$ cat src/hdl/bst_pkg.sv
`default_nettype none

package bst_pkg;

  localparam int unsigned KeyW   = 16;
  localparam int unsigned ProbeW = 3;
  localparam int unsigned StepW  = 4;

  typedef logic [StepW-1:0] step_t;

  typedef enum logic [1:0] {
    FUNC_APPEND = 2'd0,
    FUNC_CLEAR  = 2'd1,
    FUNC_SEARCH = 2'd2,
    FUNC_NONE   = 2'd3
  } func_e;

  typedef enum logic [2:0] {
    OP_NOP     = 3'd0,
    OP_LATCH   = 3'd1,
    OP_ZERO    = 3'd2,
    OP_APPEND  = 3'd3,
    OP_CLEAR   = 3'd4,
    OP_INIT    = 3'd5,
    OP_PROBE   = 3'd6,
    OP_COMPARE = 3'd7
  } op_e;

  typedef enum logic [2:0] {
    COND_NEXT      = 3'd0,
    COND_ALWAYS    = 3'd1,
    COND_NO_START  = 3'd2,
    COND_IS_APPEND = 3'd3,
    COND_IS_CLEAR  = 3'd4,
    COND_IS_SEARCH = 3'd5,
    COND_CROSSED   = 3'd6,
    COND_MISS      = 3'd7
  } cond_e;

  // OP_NOP in the done step still emits; emit is its own bit
  typedef struct packed {
    op_e   op;
    logic  emit_search;
    cond_e cond;
    step_t target;
  } ucode_t;

  typedef struct packed {
    logic is_append;
    logic is_clear;
    logic is_search;
    logic crossed;
    logic miss;
  } dp_stat_t;

  localparam step_t StepIdle    = 4'd0;
  localparam step_t StepZero    = 4'd4;
  localparam step_t StepAppend  = 4'd5;
  localparam step_t StepClear   = 4'd6;
  localparam step_t StepInit    = 4'd7;
  localparam step_t StepTest    = 4'd8;
  localparam step_t StepCompare = 4'd9;
  localparam step_t StepDone    = 4'd10;

  function automatic ucode_t ucode_rom(input step_t step);
    ucode_t w;
    w = '{op: OP_NOP, emit_search: 1'b0, cond: COND_ALWAYS, target: StepIdle};
    unique case (step)
      4'd0: w = '{op: OP_LATCH, emit_search: 1'b0, cond: COND_NO_START, target: StepIdle};
      4'd1: w = '{op: OP_NOP, emit_search: 1'b0, cond: COND_IS_APPEND, target: StepAppend};
      4'd2: w = '{op: OP_NOP, emit_search: 1'b0, cond: COND_IS_CLEAR, target: StepClear};
      4'd3: w = '{op: OP_NOP, emit_search: 1'b0, cond: COND_IS_SEARCH, target: StepInit};
      4'd4: w = '{op: OP_ZERO, emit_search: 1'b0, cond: COND_ALWAYS, target: StepIdle};
      4'd5: w = '{op: OP_APPEND, emit_search: 1'b0, cond: COND_ALWAYS, target: StepIdle};
      4'd6: w = '{op: OP_CLEAR, emit_search: 1'b0, cond: COND_ALWAYS, target: StepIdle};
      4'd7: w = '{op: OP_INIT, emit_search: 1'b0, cond: COND_NEXT, target: StepIdle};
      4'd8: w = '{op: OP_PROBE, emit_search: 1'b0, cond: COND_CROSSED, target: StepDone};
      4'd9: w = '{op: OP_COMPARE, emit_search: 1'b0, cond: COND_MISS, target: StepTest};
      4'd10: w = '{op: OP_NOP, emit_search: 1'b1, cond: COND_ALWAYS, target: StepIdle};
      default: w = '{op: OP_NOP, emit_search: 1'b0, cond: COND_ALWAYS, target: StepIdle};
    endcase
    return w;
  endfunction

endpackage

`default_nettype wire

$ cat src/hdl/bst_seq.sv
`default_nettype none

module bst_seq (
  input  wire logic             clk_i,
  input  wire logic             rst_ni,
  input  wire logic             start,
  input  wire bst_pkg::dp_stat_t stat_i,
  output bst_pkg::ucode_t       ucode_o,
  output logic                  busy_o
);
  import bst_pkg::*;

  step_t  step_q, step_d;
  ucode_t uc;
  logic   take;

  assign uc = ucode_rom(step_q);

  always_comb begin
    unique case (uc.cond)
      COND_NEXT:      take = 1'b0;
      COND_ALWAYS:    take = 1'b1;
      COND_NO_START:  take = !start;
      COND_IS_APPEND: take = stat_i.is_append;
      COND_IS_CLEAR:  take = stat_i.is_clear;
      COND_IS_SEARCH: take = stat_i.is_search;
      COND_CROSSED:   take = stat_i.crossed;
      COND_MISS:      take = stat_i.miss;
      default:        take = 1'b1;
    endcase
    step_d = take ? uc.target : step_q + 1'b1;
  end

  always_ff @(posedge clk_i or negedge rst_ni) begin
    if (!rst_ni) begin
      step_q <= StepIdle;
    end else begin
      step_q <= step_d;
    end
  end

  assign ucode_o = uc;
  assign busy_o  = (step_q != StepIdle);

endmodule

`default_nettype wire

$ cat src/hdl/bst_dp.sv
`default_nettype none

module bst_dp #(
  parameter int unsigned TABLE_DEPTH = 32
) (
  input  wire logic                           clk_i,
  input  wire logic                           rst_ni,
  input  wire logic                           start,
  input  wire bst_pkg::ucode_t                ucode_i,
  input  wire logic [1:0]                     func_i,
  input  wire logic signed [bst_pkg::KeyW-1:0] key_value_i,
  output bst_pkg::dp_stat_t                   stat_o,
  output logic                                result_valid_o,
  output logic                                found_o,
  output logic [bst_pkg::ProbeW-1:0]          probe_count_o,
  output logic                                status_o
);
  import bst_pkg::*;

  localparam int unsigned AW = $clog2(TABLE_DEPTH);
  localparam int unsigned CW = $clog2(TABLE_DEPTH + 1);
  localparam logic [CW-1:0] DepthC = CW'(TABLE_DEPTH);
  localparam logic [ProbeW-1:0] ProbeMax = '1;

  logic [1:0]             func_q;
  logic signed [KeyW-1:0] key_q;
  logic signed [KeyW-1:0] rdata_q;
  logic signed [KeyW-1:0] mem_q [TABLE_DEPTH];
  logic [CW-1:0]          count_q;
  logic [CW-1:0]          lo_q;
  logic [CW-1:0]          hi1_q;   // one past the upper bound
  logic [CW-1:0]          mid_q;
  logic [CW-1:0]          span;
  logic [CW-1:0]          mid_d;
  logic [ProbeW-1:0]      probes_q;
  logic                   full;
  logic                   crossed;
  logic                   valid_q;
  logic                   found_q;
  logic [ProbeW-1:0]      probe_out_q;
  logic                   status_q;

  assign full    = (count_q == DepthC);
  assign crossed = (lo_q >= hi1_q);
  assign span    = hi1_q - lo_q - 1'b1;
  assign mid_d   = lo_q + (span >> 1);

  assign stat_o.is_append = (func_q == FUNC_APPEND);
  assign stat_o.is_clear  = (func_q == FUNC_CLEAR);
  assign stat_o.is_search = (func_q == FUNC_SEARCH);
  assign stat_o.crossed   = crossed;
  assign stat_o.miss      = (rdata_q != key_q);

  // key table: one write port for append, one registered read for probes
  always_ff @(posedge clk_i) begin
    if (ucode_i.op == OP_APPEND && !full) begin
      mem_q[count_q[AW-1:0]] <= key_q;
    end
    if (ucode_i.op == OP_PROBE) begin
      rdata_q <= mem_q[mid_d[AW-1:0]];
    end
  end

  always_ff @(posedge clk_i) begin
    if (ucode_i.op == OP_LATCH && start) begin
      func_q <= func_i;
      key_q  <= key_value_i;
    end
    if (ucode_i.op == OP_PROBE) begin
      mid_q <= mid_d;
    end
  end

  always_ff @(posedge clk_i or negedge rst_ni) begin
    if (!rst_ni) begin
      count_q  <= '0;
      lo_q     <= '0;
      hi1_q    <= '0;
      probes_q <= '0;
    end else begin
      unique case (ucode_i.op)
        OP_APPEND: begin
          if (!full) count_q <= count_q + 1'b1;
        end
        OP_CLEAR: begin
          count_q <= '0;
        end
        OP_INIT: begin
          lo_q     <= '0;
          hi1_q    <= count_q;
          probes_q <= '0;
        end
        OP_COMPARE: begin
          if (probes_q != ProbeMax) probes_q <= probes_q + 1'b1;
          if (rdata_q != key_q) begin
            if (rdata_q < key_q) lo_q <= mid_q + 1'b1;
            else hi1_q <= mid_q;
          end
        end
        default: begin
        end
      endcase
    end
  end

  // result beat register, one cycle wide
  always_ff @(posedge clk_i or negedge rst_ni) begin
    if (!rst_ni) begin
      valid_q <= 1'b0;
    end else begin
      valid_q <= (ucode_i.op == OP_ZERO) || (ucode_i.op == OP_APPEND) ||
                 (ucode_i.op == OP_CLEAR) || ucode_i.emit_search;
    end
  end

  always_ff @(posedge clk_i) begin
    found_q     <= 1'b0;
    probe_out_q <= '0;
    status_q    <= 1'b0;
    if (ucode_i.op == OP_APPEND) begin
      status_q <= full;
    end
    if (ucode_i.emit_search) begin
      // a hit leaves the bounds uncrossed
      found_q     <= !crossed;
      probe_out_q <= probes_q;
    end
  end

  assign result_valid_o = valid_q;
  assign found_o        = found_q;
  assign probe_count_o  = probe_out_q;
  assign status_o       = status_q;

  a_count_range: assert property (@(posedge clk_i) disable iff (!rst_ni)
    count_q <= DepthC)
    else $error("entry count beyond table depth");

  a_probe_in_range: assert property (@(posedge clk_i) disable iff (!rst_ni)
    (ucode_i.op == OP_COMPARE) |-> (mid_q < count_q))
    else $error("probe outside filled entries");

  a_found_has_probe: assert property (@(posedge clk_i) disable iff (!rst_ni)
    (valid_q && found_q) |-> (probe_out_q != '0))
    else $error("hit reported without a probe");

  a_append_grows: assert property (@(posedge clk_i) disable iff (!rst_ni)
    (ucode_i.op == OP_APPEND && !full) |=> (count_q == $past(count_q) + 1'b1))
    else $error("append did not grow the table");

endmodule

`default_nettype wire

$ cat src/hdl/binary_search_table_top.sv
// channel  | direction | ports                                   | handshake
// ---------+-----------+-----------------------------------------+----------------------
// command  | in        | func_i, key_value_i                     | start high, busy low
// result   | out       | found_o, probe_count_o, status_o        | result_valid_o pulse
//
// one command at a time; a microcode step counter runs each command.
// decode steps test the code; append, clear and unused-code steps emit the beat;
// a search: an init step, then per probe a registered read and a compare step,
// up to log2(TABLE_DEPTH) + 1 probes, then a done step that emits the beat; the
// next command can go in on the edge that takes the result beat.
// reset clears the entry count and the step counter; table contents stay.
// the result beat lasts one cycle and cannot be stalled.
`default_nettype none

module binary_search_table_top #(
  parameter int unsigned TABLE_DEPTH = 32
) (
  input  wire logic                            clk_i,
  input  wire logic                            rst_ni,
  input  wire logic                            start,
  output logic                                 busy,
  input  wire logic [1:0]                      func_i,
  input  wire logic signed [bst_pkg::KeyW-1:0] key_value_i,
  output logic                                 result_valid_o,
  output logic                                 found_o,
  output logic [bst_pkg::ProbeW-1:0]           probe_count_o,
  output logic                                 status_o
);
  import bst_pkg::*;

  ucode_t   ucode;
  dp_stat_t stat;

  bst_seq u_seq (
    .clk_i   (clk_i),
    .rst_ni  (rst_ni),
    .start   (start),
    .stat_i  (stat),
    .ucode_o (ucode),
    .busy_o  (busy)
  );

  bst_dp #(
    .TABLE_DEPTH (TABLE_DEPTH)
  ) u_dp (
    .clk_i          (clk_i),
    .rst_ni         (rst_ni),
    .start          (start),
    .ucode_i        (ucode),
    .func_i         (func_i),
    .key_value_i    (key_value_i),
    .stat_o         (stat),
    .result_valid_o (result_valid_o),
    .found_o        (found_o),
    .probe_count_o  (probe_count_o),
    .status_o       (status_o)
  );

endmodule

`default_nettype wire

$ cat config.mk
export PLATFORM = sky130hd
export DESIGN_NAME = binary_search_table_top
export DESIGN_NICKNAME = d
export VERILOG_FILES = /design/src/hdl/bst_pkg.sv /design/src/hdl/bst_seq.sv /design/src/hdl/bst_dp.sv /design/src/hdl/binary_search_table_top.sv
export SDC_FILE = /design/constraint.sdc
export NUM_CORES = 1
export LEC_CHECK = 0
export BUFFER_PORTS_ARGS = -buffer_cell sky130_fd_sc_hd__buf_4
export CAP_MARGIN = 5
export CORE_MARGIN = 5
export CORE_UTILIZATION = 50
export CTS_BUF_LIST = sky130_fd_sc_hd__clkbuf_4 sky130_fd_sc_hd__clkbuf_8 sky130_fd_sc_hd__clkbuf_16
export CTS_CLUSTER_SIZE = 24
export DETAILED_ROUTE_END_ITERATION = 6
export HOLD_SLACK_MARGIN = 0.1
export PLACE_DENSITY = 0.66
export REMOVE_ABC_BUFFERS = 1
export SYNTH_ARGS = -nofsm -noshare
export SYNTH_HDL_FRONTEND = slang
export SYNTH_SLANG_ARGS = --single-unit
$ cat constraint.sdc
create_clock -name clk_i -period 5.1 [get_ports clk_i]
set_input_delay 0.51 -clock clk_i [delete_from_list [all_inputs] [get_ports clk_i]]
set_output_delay 0.51 -clock clk_i [all_outputs]
set_load 0.02 [all_outputs]
==> results by group <==
Setup path
  – Slowest CP cell: fa_4
  – Worst R2R Start: u_dp.lo_q[0]
  – Crit-path leading delay family: adder cells
  – Crit path max fanout: 95
  – Crit path buf inv count: 3
  – Crit path cell chain: inv_1, ha_1, fa_1, ha_4, inv_1, fa_4, buf_12, mux4_2, mux4_2, mux2_2
  – Worst EP required: 5.45 ns
  – Worst Setup SP: u_dp.lo_q[0]
  – Delay of the slowest critical-path stage: 0.82 ns
  – Startpoint types: register
  – Crit path kind: reg -> reg
  – Arrival time at the worst endpoint: 4.72 ns
  – Worst setup EP type: register

Synth
  – Dominant cell type by area after synthesis: edfxtp_1
  – Yosys reg bits: 583
  – Mapped Avg Cell Area: 21.20 sq um
  – Synth Instances: 1,100
  – Synth Warn #: 0
  – Mapped cell area: 23,320 sq um
  – Sequential share of the synthesized area: 74.29%
  – Post-synth EDFFs: 552
  – Ys flop type: edfxtp_1
  – Yosys top cell area share: 71.07%
  – Post-synth cell types: 52
  – Async S/R FF share, synth: 4.460%
  – Top post-synthesis cells by area: edfxtp_1, mux4_2, dfrtp_1

GRT
  – GRT Overall Usage: 20.42%
  – Largest net degree at the start of global routing: 96
  – GRT overflow: 0
  – First-pass GRT wire length: 76,090 um
  – Vias in the first global route: 11,580
  – Initial antenna violation count: 0

Timing
  – Final hold viol count: 0
  – # setup viols final: 0
  – Min cycle time layout: 4.366 ns
  – Fmax: 229.0 MHz
  – Count of pins over their slew limit: 0
  – Period utilisation layout: 85.62%
  – Skew final: 0.01449 ns
  – Unrepaired setup endpoints after global routing: false
  – Normalized max-slew margin: 30.25%
  – Pin slew with the least headroom to its limit: 1.046 ns

Clock tree
  – Post-cts sizing count: 0
  – TritonCTS Buffers: 57
  – Clk sinks: 583
  – CTS tree: done
  – Clk pin slew, worst setup/hold paths: 0.06 ns
  – Cts hold-fix bufs: 19
  – Post-CTS Setup Repair Bufs: 0
  – Clock Path Buffers: 3
  – CTS H-tree depth: 2
  – CTS Root Cell: clkbuf_16
  – Worst-Skew Late Latency: 0.60 ns

Floorplanning
  – Die H: 226.0 um
  – Number of I/O pins: 28
  – Die width: 226.0 um
  – Die Area: 51,060 sq um
  – Initial core utilization: 50.31%
  – Area of the core: 46,360 sq um
  – Site Rows: 79

Finish
  – Nets: 1,282
  – Ant diodes: 0
  – Finished Layout Cells: 1,865
  – Share of cells above drive strength 1: 30.84%
  – Area grow syn2layout: 14.84%

Routing
  – Final wirelength: 51,070 um
  – DR WL/cell: 27.38 um
  – TritonRoute pass-1 iters: 5
  – DR vias: 11,110
  – Final ANT Viol Nets: 0
  – # DRC: 0
  – Vias per cell: 5.956
  – Initial drt markers: 1,033

Job
  – Max-cap viol count: 0

Place
  – DPL Wire Length: 27,780 um
  – PortBufs: 27
  – Placed cells: 1,744
  – RD Place Congestion: 0.7732

Min path
  – Hold_sp: start
  – HP Class: in -> reg

Status
  – Status: finished, final reports clean
[sequential cells by signal (all words and copies together) (netlist names), 2 cells and up]
signal,flops
u_dp.mid_q,6
u_dp.probe_count_o,3
u_dp.mem_q,512
u_seq.step_q,4
u_dp.rdata_q,16
u_dp.func_q,2
u_dp.lo_q,6
u_dp.probes_q,3
u_dp.count_q,6
u_dp.hi1_q,6
u_dp.key_q,16
[cells in the mapped netlist (4+ instances only)]
library cell and instances:
edfxtp_1 552, mux4_2 160, nor2_1 48, ha_1 44, inv_1 39, dfrtp_1 26
nand2_1 26, clkbuf_1 21, a21oi_1 19, buf_2 16, mux2_2 16, mux2i_1 13
xor2_1 10, o21ai_0 9, xnor2_1 8, a21o_1 6, nand3_1 6, o2bb2ai_1 6
dfxtp_1 5, nand4_1 5, nor3_1 5, and3_1 4, mux2_1 4, nor2b_1 4
[cell families (layout without fill, tap and decap cells)]
| logic type | Yosys count | in the layout | share of synthesized area [%] |
|---|---|---|---|
| flops | 583 | 583 | 74.29 |
| mux | 193 | 193 | 16.97 |
| simple gates | 120 | 120 | 2.457 |
| buf+inv | 83 | 241 | 1.475 |
| compound gates | 57 | 57 | 1.593 |
| fa+ha+maj | 46 | 46 | 2.532 |
| xor+xnor | 18 | 18 | 0.6760 |
[worst paths after layout]
check / endpoint / slack (ns) / cells past startpoint
min: u_dp.func_q[1] / 0.36 / 2
max in group asynchronous: u_seq.step_q[2] / 4.46 / 2
min in group asynchronous: u_dp.probes_q[0] / 0.37 / 2
max reg2reg: u_dp.rdata_q[10] / 0.73 / 10
max: u_dp.rdata_q[10] / 0.73 / 10
min reg2reg: u_dp.probes_q[0] / 0.53 / 1
[layer usage]
metal | up-vias | GRT usage, % | part of all wire, %
met4 | 0 | 5.096 | 2.1
met5 | - | 0 | 0
met3 | 63 | 2.990 | 6.5
li1 | 4739 | - | -
met1 | 5906 | 28.87 | 40
met2 | 400 | 34.20 | 51
[cell usage in the layout, fill, tap and decap left out, drive strengths merged, types with 13 or more instances in the layout]
| master | netlist | final |
|---|---|---|
| edfxtp | 552 | 552 |
| mux4 | 160 | 160 |
| buf | 22 | 81 |
| clkbuf | 22 | 62 |
| nor2 | 48 | 48 |
| ha | 44 | 44 |
| inv | 39 | 42 |
| nand2 | 26 | 26 |
| dfrtp | 26 | 26 |
| clkinv | 0 | 26 |
| mux2 | 20 | 20 |
| a21oi | 19 | 19 |
| dlygate4sd3 | 0 | 19 |
| mux2i | 13 | 13 |
[final cells by class]
class	instances	area, sq um
fill	3360	19580
timing repair buffer	100	860.8
clock buffer	62	1499
multi-input combinational	434	5809
sequential	583	17330
tap	607	759.5
inverter	39	146.4
clock inverter	40	381.6
[per-stage QoR]
step / cell area [sq um] / hold WS (ns) / setup WS (ns) / util (%) / TNS (ns)
6_report: 26780 / 0.3636 / 0.7336 / 57.77 / 0
5_1_grt: 26780 / 0.3563 / 0.6202 / 57.77 / 0
4_1_cts: 26780 / 0.3286 / 0.7066 / 57.77 / 0
3_5_place_dp: 24710 / 0.4536 / 0.7251 / 53.31 / 0
3_3_place_gp: 24710 / 0.4506 / 0.7950 / 53.31 / 0
2_1_floorplan: 23120 / 0.2144 / -2.418 / - / -40.34
Power is not shown: default switching activity piles up to over one toggle a cycle in this logic, so the estimate is an artifact.
